==> config.mk <==
export PLATFORM = sky130hd
export DESIGN_NAME = keyed_record_table
export DESIGN_NICKNAME = d
export VERILOG_FILES = /design/src/rtl/krt_pkg.sv /design/src/rtl/krt_ram.sv /design/src/rtl/keyed_record_table.sv
export VERILOG_INCLUDE_DIRS = /design/src /design/src/rtl
export SDC_FILE = /design/constraint.sdc
export NUM_CORES = 2
export LEC_CHECK = 0
export BUFFER_PORTS_ARGS = -buffer_cell sky130_fd_sc_hd__clkbuf_2
export CORE_MARGIN = 2
export CORE_UTILIZATION = 45
export CTS_CLUSTER_SIZE = 24
export DETAILED_ROUTE_END_ITERATION = 10
export HOLD_SLACK_MARGIN = 0.02
export MAX_ROUTING_LAYER = met4
export SYNTH_ARGS = -nofsm -noshare
export SYNTH_HDL_FRONTEND = slang
export SYNTH_HIERARCHICAL = 1
export SYNTH_SLANG_ARGS = --single-unit
==> constraint.sdc <==
create_clock -name clk -period 9.7 [get_ports clk]
set_input_delay 1.94 -clock clk [delete_from_list [all_inputs] [get_ports clk]]
set_output_delay 1.94 -clock clk [all_outputs]
set_load 0.01 [all_outputs]
==> src/rtl/keyed_record_table_defines.svh <==
// Assertion macros used by the file that checks this block.
`ifndef KEYED_RECORD_TABLE_DEFINES_SVH
`define KEYED_RECORD_TABLE_DEFINES_SVH

// A condition that holds at every clock edge outside reset.
`define KRT_ASSERT(label, cond) \
  label: assert property (@(posedge clk) disable iff (rst) (cond)) \
    else $error("keyed_record_table check failed");

// A consequence that holds in the same cycle as its cause.
`define KRT_ASSERT_IMPL(label, ante, cons) \
  label: assert property (@(posedge clk) disable iff (rst) (ante) |-> (cons)) \
    else $error("keyed_record_table check failed");

// A consequence that holds in the cycle after its cause.
`define KRT_ASSERT_NEXT(label, ante, cons) \
  label: assert property (@(posedge clk) disable iff (rst) (ante) |=> (cons)) \
    else $error("keyed_record_table check failed");

`endif

==> src/rtl/krt_pkg.sv <==
package krt_pkg;

  localparam int ENTRIES_DEFAULT   = 128;
  localparam int KEY_WIDTH_DEFAULT = 16;

  typedef enum logic [2:0] {
    CMD_APPEND = 3'd0,
    CMD_SEARCH = 3'd1,
    CMD_UPDATE = 3'd2,
    CMD_DELETE = 3'd3,
    CMD_READ   = 3'd4
  } cmd_t;

  typedef enum logic [1:0] {
    ST_OK        = 2'd0,
    ST_NOT_FOUND = 2'd1,
    ST_FULL      = 2'd2,
    ST_RANGE     = 2'd3
  } status_t;

endpackage

==> src/rtl/krt_ram.sv <==
module krt_ram #(
  parameter int WIDTH = 16,
  parameter int DEPTH = 128
) (
  input  logic                     clk,
  input  logic                     we,
  input  logic [$clog2(DEPTH)-1:0] waddr,
  input  logic [WIDTH-1:0]         wdata,
  input  logic [$clog2(DEPTH)-1:0] raddr,
  output logic [WIDTH-1:0]         rdata
);

  logic [WIDTH-1:0] mem [DEPTH];

  always_ff @(posedge clk) begin
    if (we) begin
      mem[waddr] <= wdata;
    end
    rdata <= mem[raddr];
  end

endmodule

==> src/rtl/keyed_record_table.sv <==
// Keyed record table: key/value pairs held in insertion order.
// Commands arrive on the s_ stream, one word each, and every command gives
// exactly one result word on the m_ stream. Append stores a pair at the end,
// search/update/delete walk the table from entry 0 for the first key match,
// and read returns the entry at a given index.
// Sequence after a command is accepted: append, unknown commands and any
// lookup in an empty table go straight to S_DONE, read passes through
// S_RD_WAIT and S_RD_DATA, search and update walk up to the hit or to the
// end of the table, and delete walks the whole table whether it hits or not,
// because the walk and the shift together visit every entry once. The key
// and value memories have a single read port, which the sequencer steps
// through one entry per cycle for both the walk and the shift.
// One command is worked on at a time; s_tready is high only while idle, so
// the next command is taken at the earliest in the cycle the result is first presented.
// A finished result sits in the output register, so a stalled receiver
// holds the block only once the next result is ready to go out.
// Reset empties the table at once (the count goes to zero); no clearing pass
// is needed and the stored entries are never read before they are written.
`include "keyed_record_table_defines.svh"

module keyed_record_table #(
  parameter int ENTRIES   = krt_pkg::ENTRIES_DEFAULT,
  parameter int KEY_WIDTH = krt_pkg::KEY_WIDTH_DEFAULT
) (
  input  logic        clk,
  input  logic        rst,
  input  logic        s_tvalid,
  output logic        s_tready,
  // command[2:0], key[18:3], value[34:19], position[41:35], zero fill above
  input  logic [47:0] s_tdata,
  output logic        m_tvalid,
  input  logic        m_tready,
  // status[1:0], hit_key[17:2], hit_value[33:18], hit_index[40:34],
  // entry_count[48:41], zero fill above
  output logic [55:0] m_tdata
);

  localparam int AW = $clog2(ENTRIES);
  localparam int CW = $clog2(ENTRIES + 1);
  localparam logic [CW-1:0] ONE_C = CW'(1);

  typedef enum logic [2:0] {
    S_IDLE,
    S_SCAN,
    S_SHIFT,
    S_RD_WAIT,
    S_RD_DATA,
    S_DONE
  } state_t;

  state_t state;

  // Input word fields.
  krt_pkg::cmd_t  in_cmd;
  logic [15:0]    in_key;
  logic [15:0]    in_value;
  logic [6:0]     in_pos;
  logic [31:0]    in_key_wide;
  logic [KEY_WIDTH-1:0] in_key_m;
  logic [31:0]    in_key_m_wide;
  logic [31:0]    in_pos_wide;

  // Held command.
  krt_pkg::cmd_t  cmd_r;
  logic [KEY_WIDTH-1:0] key_r;
  logic [31:0]    key_r_wide;
  logic [15:0]    value_r;
  logic [6:0]     pos_r;

  // Walk and shift control.
  logic [CW-1:0]  count;
  logic [AW-1:0]  raddr;
  logic [AW-1:0]  cidx;
  logic [AW-1:0]  wptr;
  logic           pend;
  logic [31:0]    cidx_wide;
  logic [31:0]    count_wide;
  logic           full;
  logic           cidx_last;
  logic           match;
  logic           accept;
  logic           append_ok;

  // Memory ports.
  logic                 we_key;
  logic                 we_val;
  logic [AW-1:0]        waddr;
  logic [KEY_WIDTH-1:0] wkey;
  logic [15:0]          wval;
  logic [KEY_WIDTH-1:0] rd_key;
  logic [15:0]          rd_value;
  logic [31:0]          rd_key_wide;

  // Result being built.
  krt_pkg::status_t res_status;
  logic [15:0]    res_key;
  logic [15:0]    res_value;
  logic [6:0]     res_index;

  assign in_cmd        = krt_pkg::cmd_t'(s_tdata[2:0]);
  assign in_key        = s_tdata[18:3];
  assign in_value      = s_tdata[34:19];
  assign in_pos        = s_tdata[41:35];
  assign in_key_wide   = 32'(in_key);
  assign in_key_m      = in_key_wide[KEY_WIDTH-1:0];
  assign in_key_m_wide = 32'(in_key_m);
  assign in_pos_wide   = 32'(in_pos);
  assign key_r_wide    = 32'(key_r);
  assign rd_key_wide   = 32'(rd_key);
  assign cidx_wide     = 32'(cidx);
  assign count_wide    = 32'(count);

  assign s_tready  = (state == S_IDLE);
  assign accept    = s_tvalid && s_tready;
  assign full      = (count == CW'(ENTRIES));
  assign append_ok = accept && (in_cmd == krt_pkg::CMD_APPEND) && !full;
  assign cidx_last = ((CW'(cidx) + ONE_C) == count);
  assign match     = (state == S_SCAN) && pend && (rd_key == key_r);

  // Only one of append, update or shift writes in any cycle.
  always_comb begin
    we_key = 1'b0;
    we_val = 1'b0;
    waddr  = count[AW-1:0];
    wkey   = in_key_m;
    wval   = in_value;
    if (append_ok) begin
      we_key = 1'b1;
      we_val = 1'b1;
    end else if (match && (cmd_r == krt_pkg::CMD_UPDATE)) begin
      we_val = 1'b1;
      waddr  = cidx;
      wval   = value_r;
    end else if (state == S_SHIFT) begin
      we_key = 1'b1;
      we_val = 1'b1;
      waddr  = wptr;
      wkey   = rd_key;
      wval   = rd_value;
    end
  end

  krt_ram #(
    .WIDTH (KEY_WIDTH),
    .DEPTH (ENTRIES)
  ) u_key_ram (
    .clk   (clk),
    .we    (we_key),
    .waddr (waddr),
    .wdata (wkey),
    .raddr (raddr),
    .rdata (rd_key)
  );

  krt_ram #(
    .WIDTH (16),
    .DEPTH (ENTRIES)
  ) u_value_ram (
    .clk   (clk),
    .we    (we_val),
    .waddr (waddr),
    .wdata (wval),
    .raddr (raddr),
    .rdata (rd_value)
  );

  always_ff @(posedge clk) begin
    if (rst) begin
      state    <= S_IDLE;
      count    <= '0;
      pend     <= 1'b0;
      m_tvalid <= 1'b0;
    end else begin
      if (m_tready && (state != S_DONE)) begin
        m_tvalid <= 1'b0;
      end
      case (state)
        S_IDLE: begin
          if (s_tvalid) begin
            cmd_r      <= in_cmd;
            key_r      <= in_key_m;
            value_r    <= in_value;
            pos_r      <= in_pos;
            raddr      <= '0;
            pend       <= 1'b0;
            res_status <= krt_pkg::ST_OK;
            res_key    <= '0;
            res_value  <= '0;
            res_index  <= '0;
            case (in_cmd)
              krt_pkg::CMD_APPEND: begin
                res_key <= in_key_m_wide[15:0];
                if (full) begin
                  res_status <= krt_pkg::ST_FULL;
                end else begin
                  count     <= count + ONE_C;
                  res_index <= count_wide[6:0];
                end
                state <= S_DONE;
              end
              krt_pkg::CMD_SEARCH, krt_pkg::CMD_UPDATE, krt_pkg::CMD_DELETE: begin
                if (count == '0) begin
                  res_status <= krt_pkg::ST_NOT_FOUND;
                  state      <= S_DONE;
                end else begin
                  state <= S_SCAN;
                end
              end
              krt_pkg::CMD_READ: begin
                if (in_pos_wide >= count_wide) begin
                  res_status <= krt_pkg::ST_RANGE;
                  state      <= S_DONE;
                end else begin
                  raddr <= in_pos_wide[AW-1:0];
                  state <= S_RD_WAIT;
                end
              end
              default: begin
                state <= S_DONE;
              end
            endcase
          end
        end
        S_SCAN: begin
          // The read address runs one entry ahead of the compare, so on a
          // delete hit the entry after the match is already being fetched.
          pend  <= 1'b1;
          cidx  <= raddr;
          raddr <= raddr + AW'(1);
          if (pend) begin
            if (match) begin
              res_key   <= key_r_wide[15:0];
              res_value <= rd_value;
              res_index <= cidx_wide[6:0];
              wptr      <= cidx;
              if (cmd_r == krt_pkg::CMD_DELETE) begin
                count <= count - ONE_C;
                state <= cidx_last ? S_DONE : S_SHIFT;
              end else begin
                state <= S_DONE;
              end
            end else if (cidx_last) begin
              res_status <= krt_pkg::ST_NOT_FOUND;
              state      <= S_DONE;
            end
          end
        end
        S_SHIFT: begin
          raddr <= raddr + AW'(1);
          wptr  <= wptr + AW'(1);
          if ((CW'(wptr) + ONE_C) == count) begin
            state <= S_DONE;
          end
        end
        S_RD_WAIT: begin
          state <= S_RD_DATA;
        end
        S_RD_DATA: begin
          res_key   <= rd_key_wide[15:0];
          res_value <= rd_value;
          res_index <= pos_r;
          state     <= S_DONE;
        end
        S_DONE: begin
          if (!m_tvalid || m_tready) begin
            m_tvalid <= 1'b1;
            m_tdata  <= {7'b0, count_wide[7:0], res_index, res_value, res_key,
                         res_status};
            state    <= S_IDLE;
          end
        end
        default: begin
          state <= S_IDLE;
        end
      endcase
    end
  end

  `KRT_ASSERT(a_count_range, count <= CW'(ENTRIES))
  `KRT_ASSERT_NEXT(a_busy_after_accept, accept, !s_tready)
  `KRT_ASSERT_NEXT(a_append_grows, append_ok, count == $past(count) + ONE_C)
  `KRT_ASSERT_IMPL(a_shift_in_table, state == S_SHIFT, (CW'(wptr) + ONE_C) <= count)

endmodule

# ---- After elaboration in Yosys (flattened, before gate mapping)
# Memories as Yosys holds them, arrays and structs flattened. A register that Yosys moved wholly into a read port is not among the register bits.
# Cells that the tools add are included.
dict set report op_classes {
  add_sub_neg 6
  n_lt_le_gt_ge 1
  eq_ne 27
  muxes 71
  bitwise_logic 1
  n_reduce_logical 29
}
# op n
set ops {}
lappend ops {{2-to-1 mux 16 bit} 13}
lappend ops {{one-hot mux 16 bit (3 select lines)} 2}
lappend ops {{2-to-1 mux 7 bit} 11}
lappend ops {{2-to-1 mux 8 bit} 6}
lappend ops {{2-to-1 mux 3 bit} 10}
lappend ops {{one-hot mux 7 bit (2 select lines)} 2}
lappend ops {{one-hot mux 7 bit (3 select lines)} 1}
lappend ops {{equality test 3 x 2 -> 1 bit (second input constant)} 6}
lappend ops {{one-hot mux 3 bit (6 select lines)} 1}
lappend ops {{adder 7 x 1 -> 8 bit (second input constant)} 2}
lappend ops {{equality test 16 bit} 1}
lappend ops {{equality test 8 bit} 2}
lappend ops {{one-hot mux 8 bit (2 select lines)} 1}
lappend ops {{adder 7 x 1 -> 7 bit (second input constant)} 2}
lappend ops {{2-to-1 mux 1 bit} 14}
lappend ops {{!= test 2 bit (second input constant)} 7}
lappend ops {{2-to-1 mux 2 bit} 6}
lappend ops {{AND reduction 5 bit} 2}
lappend ops {{equality test 3 bit (second input constant)} 3}
lappend ops {{AND reduction 3 bit} 3}
lappend ops {{adder 8 x 1 -> 8 bit (second input constant)} 1}
lappend ops {{equality test 8 bit (second input constant)} 1}
lappend ops {{greater-or-equal comparator 7 x 8 -> 1 bit} 1}
lappend ops {{zero test 8 bit} 1}
lappend ops {{21 further kinds} 36}
dict set report totals {
  regBits 166
  mem_bits_rw 4096
  input_bits 52
  output_inout_bits 58
  mem_count 2
}
# name words word_bits read_ports rd_ports_with_merged_regs wr line
set mem_list {}
lappend mem_list {u_key_ram.mem 128 16 1 1 1 krt_ram.sv:13} ;# logic [WIDTH-1:0] mem [DEPTH];
lappend mem_list {u_value_ram.mem 128 16 1 1 1 krt_ram.sv:13}

# ---- Logic depth before layout (Yosys ltp)
dict set report logic_depth {
  word_depth 8
  mapped_depth 13
  depth_no_buf 11
}

# ---- Cells and area by module
# Netlist, hierarchy kept.
# mod instances cells_each area_per_inst_um2
set modules_own_cells {}
lappend modules_own_cells {krt_ram 2 3086 78522.8}
lappend modules_own_cells {keyed_record_table 1 659 8025.2}

# ---- Least setup slack after synthesis
# No wires, ideal clock.
dict set report synth_path {
  path_kind {input-to-reg}
  start {input port rst}
  end {register res_index[0] (enable)}
  setup_time_ps 646
  arrival_ps 8327
  t_required_ps 9054
  path_slack_ps 727
  stages 2
  n_path_buf 1
  cell_sequence {clkbuf_1 -> a2111oi_0}
}
dict set report synth_via {
  elab_chain_cells 2
}
# item line
set synth_lines {}
lappend synth_lines {{start: declaration} keyed_record_table.sv:26} ;# input logic rst,
lappend synth_lines {{NOT 1 bit (no line)} n/a}
lappend synth_lines {{AND reduction 5 bit (no line)} n/a}
lappend synth_lines {{end signal: assignment} keyed_record_table.sv:197} ;# res_index <= count_wide[6:0];
lappend synth_lines {{end signal: assignment} keyed_record_table.sv:234} ;# res_index <= cidx_wide[6:0];
lappend synth_lines {{end signal: assignment} keyed_record_table.sv:261} ;# res_index <= pos_r;
lappend synth_lines {{end: declaration} keyed_record_table.sv:98} ;# logic [6:0] res_index;
# Every way passes these cells.
# A chain may end at the register's enable or synchronous reset.

# ---- Worst setup path after layout
dict set report layout_path {
  start {register state[0]}
  end {memory u_key_ram.mem[105][10] (enable)}
}
dict set report layout_via {
  word_cells_on_any_way 17
  cone_classes {eq/ne: 2; mux: 8; reduce/logical: 7}
}
# item line
set layout_rtl {}
lappend layout_rtl {{start: declaration} keyed_record_table.sv:51} ;# state_t state;
lappend layout_rtl {{start signal: assignment} keyed_record_table.sv:238} ;# state <= cidx_last ? S_DONE : S_SHIFT;
lappend layout_rtl {{equality test 3 x 1 -> 1 bit} keyed_record_table.sv:118} ;# assign match = (state == S_SCAN) && pend && (rd_key == key_r);
lappend layout_rtl {{logical AND 1 bit (2 in series)} keyed_record_table.sv:118}
lappend layout_rtl {{logical AND 1 bit} keyed_record_table.sv:130} ;# end else if (match && (cmd_r == krt_pkg::CMD_UPDATE)) begin
lappend layout_rtl {{2-to-1 mux 7 bit} keyed_record_table.sv:130}
lappend layout_rtl {{2-to-1 mux 7 bit *} keyed_record_table.sv:127} ;# if (append_ok) begin
lappend layout_rtl {{net waddr[3]} keyed_record_table.sv:87} ;# logic [AW-1:0] waddr;
lappend layout_rtl {{end: declaration} krt_ram.sv:13}
# The timed path passes the listed nets; every way through them passes the cells marked *.

==> impl_metrics.tcl <==
set metrics [dict create \
    status "completed" \
    drtAntennaViolNets 0 \
    placed_cell_area_sq_um 173000 \
    fp.dieW_microns 610 \
    min_period_over_period 0.626 \
    grt_max_degree 144 \
    cts_resized 0 \
    skew_ns 0.0465 \
    worstPathRequired_ns 10.25 \
    io_pins 110 \
    cts_root_buf "clkbuf_16" \
    nets 7321 \
    powerDensity_nw_per_um2 244 \
    synth.cell_area_sq_um 165000 \
    ys.flop_type "edfxtp_1" \
    r2r_start "state[0]$_SDFFE_PP0P_" \
    htreeDepth 5 \
    r2r_cells 11 \
    globalRouteOverflowTotal 0 \
    layout.cells.most_common "edfxtp_1" \
    gp_congestion 0.833 \
    postCtsSetupRepairBufs 0 \
    ir_worst_vdd_uv 171 \
    cts_hold_buf 0 \
    dr.pass1.iters 7 \
    finalHoldViolCount 0 \
    wl_per_cell_microns 31.5 \
    hp-class "reg -> reg" \
    r2r_setup_slack_ns 3.63 \
    antenna_found_initial 22 \
    path_class "reg -> reg" \
    drc 0 \
    cp.arrival_ns 6.63 \
    fin_tns_setup_ns 0 \
    critPathCaptureType "register" \
    rows 222 \
    rsz0062_at_grt "no" \
    portBuffers 96 \
    cts_buffer_depth 4 \
    maxCapViolations 0 \
    drive_gt1_frac 0.334 \
    via_per_inst 5.99 \
    worstHoldEndpoint "m_tdata[2]$_DFFE_PP_" \
    cp_max_fo 41 \
    clkLatencyLatePin_ns 0.97 \
    fp.coreArea_sq_um 366000 \
    fmax_mhz 165 \
    grt_pass1_wl_microns 556000 \
    p_leak_nw 57.2 \
    min_from "res_key[0]$_DFFE_PP_" \
    drt_iter0_drc 8167 \
    synth-edff-count 4249 \
    grt_pass1_vias 74900 \
    start_util 0.452 \
    routed_wirelength_microns 390000 \
    dieHeight_microns 610 \
    seq_area_frac_synth 0.778 \
    hold_path_depth 0 \
    clk_pin_slew_worst_paths_ns 0.07 \
    slew_viol_final 0 \
    grt_usage 0.215 \
    syn_avg_cell_area_sq_um 24.2 \
    syn_to_final_growth_pct 13.1 \
    cp-start-kind "register" \
    ys_warn_count 6 \
    cts_buffers 422 \
    ys_types 73 \
    vias 74400 \
    r2r_end "u_key_ram/mem[105][10]$_DFFE_PP_" \
    ys_ff_latch 4294 \
    design_area_sq_um 187000 \
    final_cell_mix "4249 x edfxtp_1, 1344 x mux4_2, 431 x clkbuf_16, 247 x buf_4, 168 x nor2_1" \
    synthCells 6831 \
    fin_crit_ns 6.07 \
    cts_sinks 4294 \
    slew_headroom 0.122 \
    cts_tree "yes" \
    async_flop_share 0 \
    setup_viol 0 \
    dieArea_sq_um 372000 \
    dp_hpwl_microns 226000 \
    tightestPinTransition_ns 1.32 \
]
## registers in the layout (all words and copies together), names as in the netlist, 16 cells and up
register           count
u_key_ram/mem       2048
u_value_ram/mem     2048
m_tdata               49
key_r                 16
res_key               16
res_value             16
u_key_ram/rdata       16
u_value_ram/rdata     16
value_r               16
## power breakdown
group	switching [mW]	internal, mW
sequential	0.193	20.9
combinational	4.70	3.56
clock	6.86	9.36
total	11.8	33.8
## metal layers
layer	track usage	vias up	wire [microns]
li1	-	30300	-
met1	0.297	40900	161000
met2	0.338	2710	192000
met3	0.0279	514	25700
met4	0.0608	0	11500
met5	-	-	0
## stage by stage
step	hold WS (ns)	total power, mW	utilization	setup slack, ns	instances
detailed placement	0.405	29.8	0.473	3.58	11600
floorplan	0.400	26.7	-	0.727	6837
finish	0.409	45.5	0.511	3.63	12400
global route	0.419	46.9	0.511	3.37	12400
CTS	0.409	46.0	0.511	3.71	12400
global placement	0.405	29.7	0.473	3.66	11600
## critical path, stage by stage (launching register included)
cell	delay, ns
dfxtp_1	0.66
nand2_2	0.29
inv_4	0.43
nand4_1	0.42
nor3_4	0.22
buf_4	0.45
a22oi_1	0.20
o31ai_4	0.10
buf_4	0.39
nor2b_1	0.66
nand3_1	0.59
nor2_2	1.18
## cells in the mapped netlist (all sizes together), types with 2 or more instances
library cell,count,area (sq um)
a2111oi,2,17.5
a211oi,6,50.1
a21o,22,165
a21oi,14,70.1
a222oi,23,230
a22o,16,140
a22oi,5,37.5
a31oi,2,12.5
and2,4,26.3
and3,2,12.5
and4,3,26.3
buf,192,957
clkbuf,182,684
dfxtp,45,901
edfxtp,4249,128000
ha,16,200
inv,39,149
mux2,32,360
mux2i,4,40.0
mux4,1344,30300
nand2,108,408
nand2b,7,43.8
nand3,36,185
nand3b,2,15.0
nand4,16,100
nand4b,2,17.5
nand4bb,2,22.5
nor2,279,1060
nor2b,33,206
nor3,30,166
nor4,4,31.3
o211ai,2,15.0
o21a,3,22.5
o21ai,17,85.1
o21bai,2,15.0
o22ai,8,50.1
o31ai,8,65.1
or2,4,25.0
or3,4,25.0
xnor2,30,263
xor2,16,140
## cell type report
cell class,instances,area (sq um)
antenna,8,20.0
clock buffer,525,11200
clock inverter,238,2440
fill,28100,179000
inverter,39,149
multi-input combinational,2130,35500
sequential,4294,128000
tap,4816,6030
timing repair buffer,365,2780
## logic make-up (layout without fill, tap and decap cells)
family,after synthesis,after routing,share of synthesized area
adders and majority gates,17,17,0.00133
DFF,4294,4294,0.778
buffers and inverters,413,1167,0.0108
other,1,15,0.0000227
and+or+nand+nor,540,540,0.0146
AOI/OAI and AO/OA,139,139,0.00644
muxes,1380,1380,0.186
xor gates and xnor gates,47,47,0.00258
## how the worst max path moves through the flow
stage	end	slack, ns	from	cells past startpoint
detailed placement	u_key_ram/mem[38][13]$_DFFE_PP_	3.58	s_tdata[1]	8
global route	u_key_ram/mem[105][10]$_DFFE_PP_	3.37	state[0]$_SDFFE_PP0P_	11
finish	u_key_ram/mem[105][10]$_DFFE_PP_	3.63	state[0]$_SDFFE_PP0P_	11
CTS	u_key_ram/mem[105][9]$_DFFE_PP_	3.71	state[0]$_SDFFE_PP0P_	11
global placement	u_key_ram/mem[54][7]$_DFFE_PP_	3.66	s_tdata[1]	8
floorplan	res_index[0]$_DFFE_PP_	0.73	rst	2
Power figures use the tool's default switching activity.
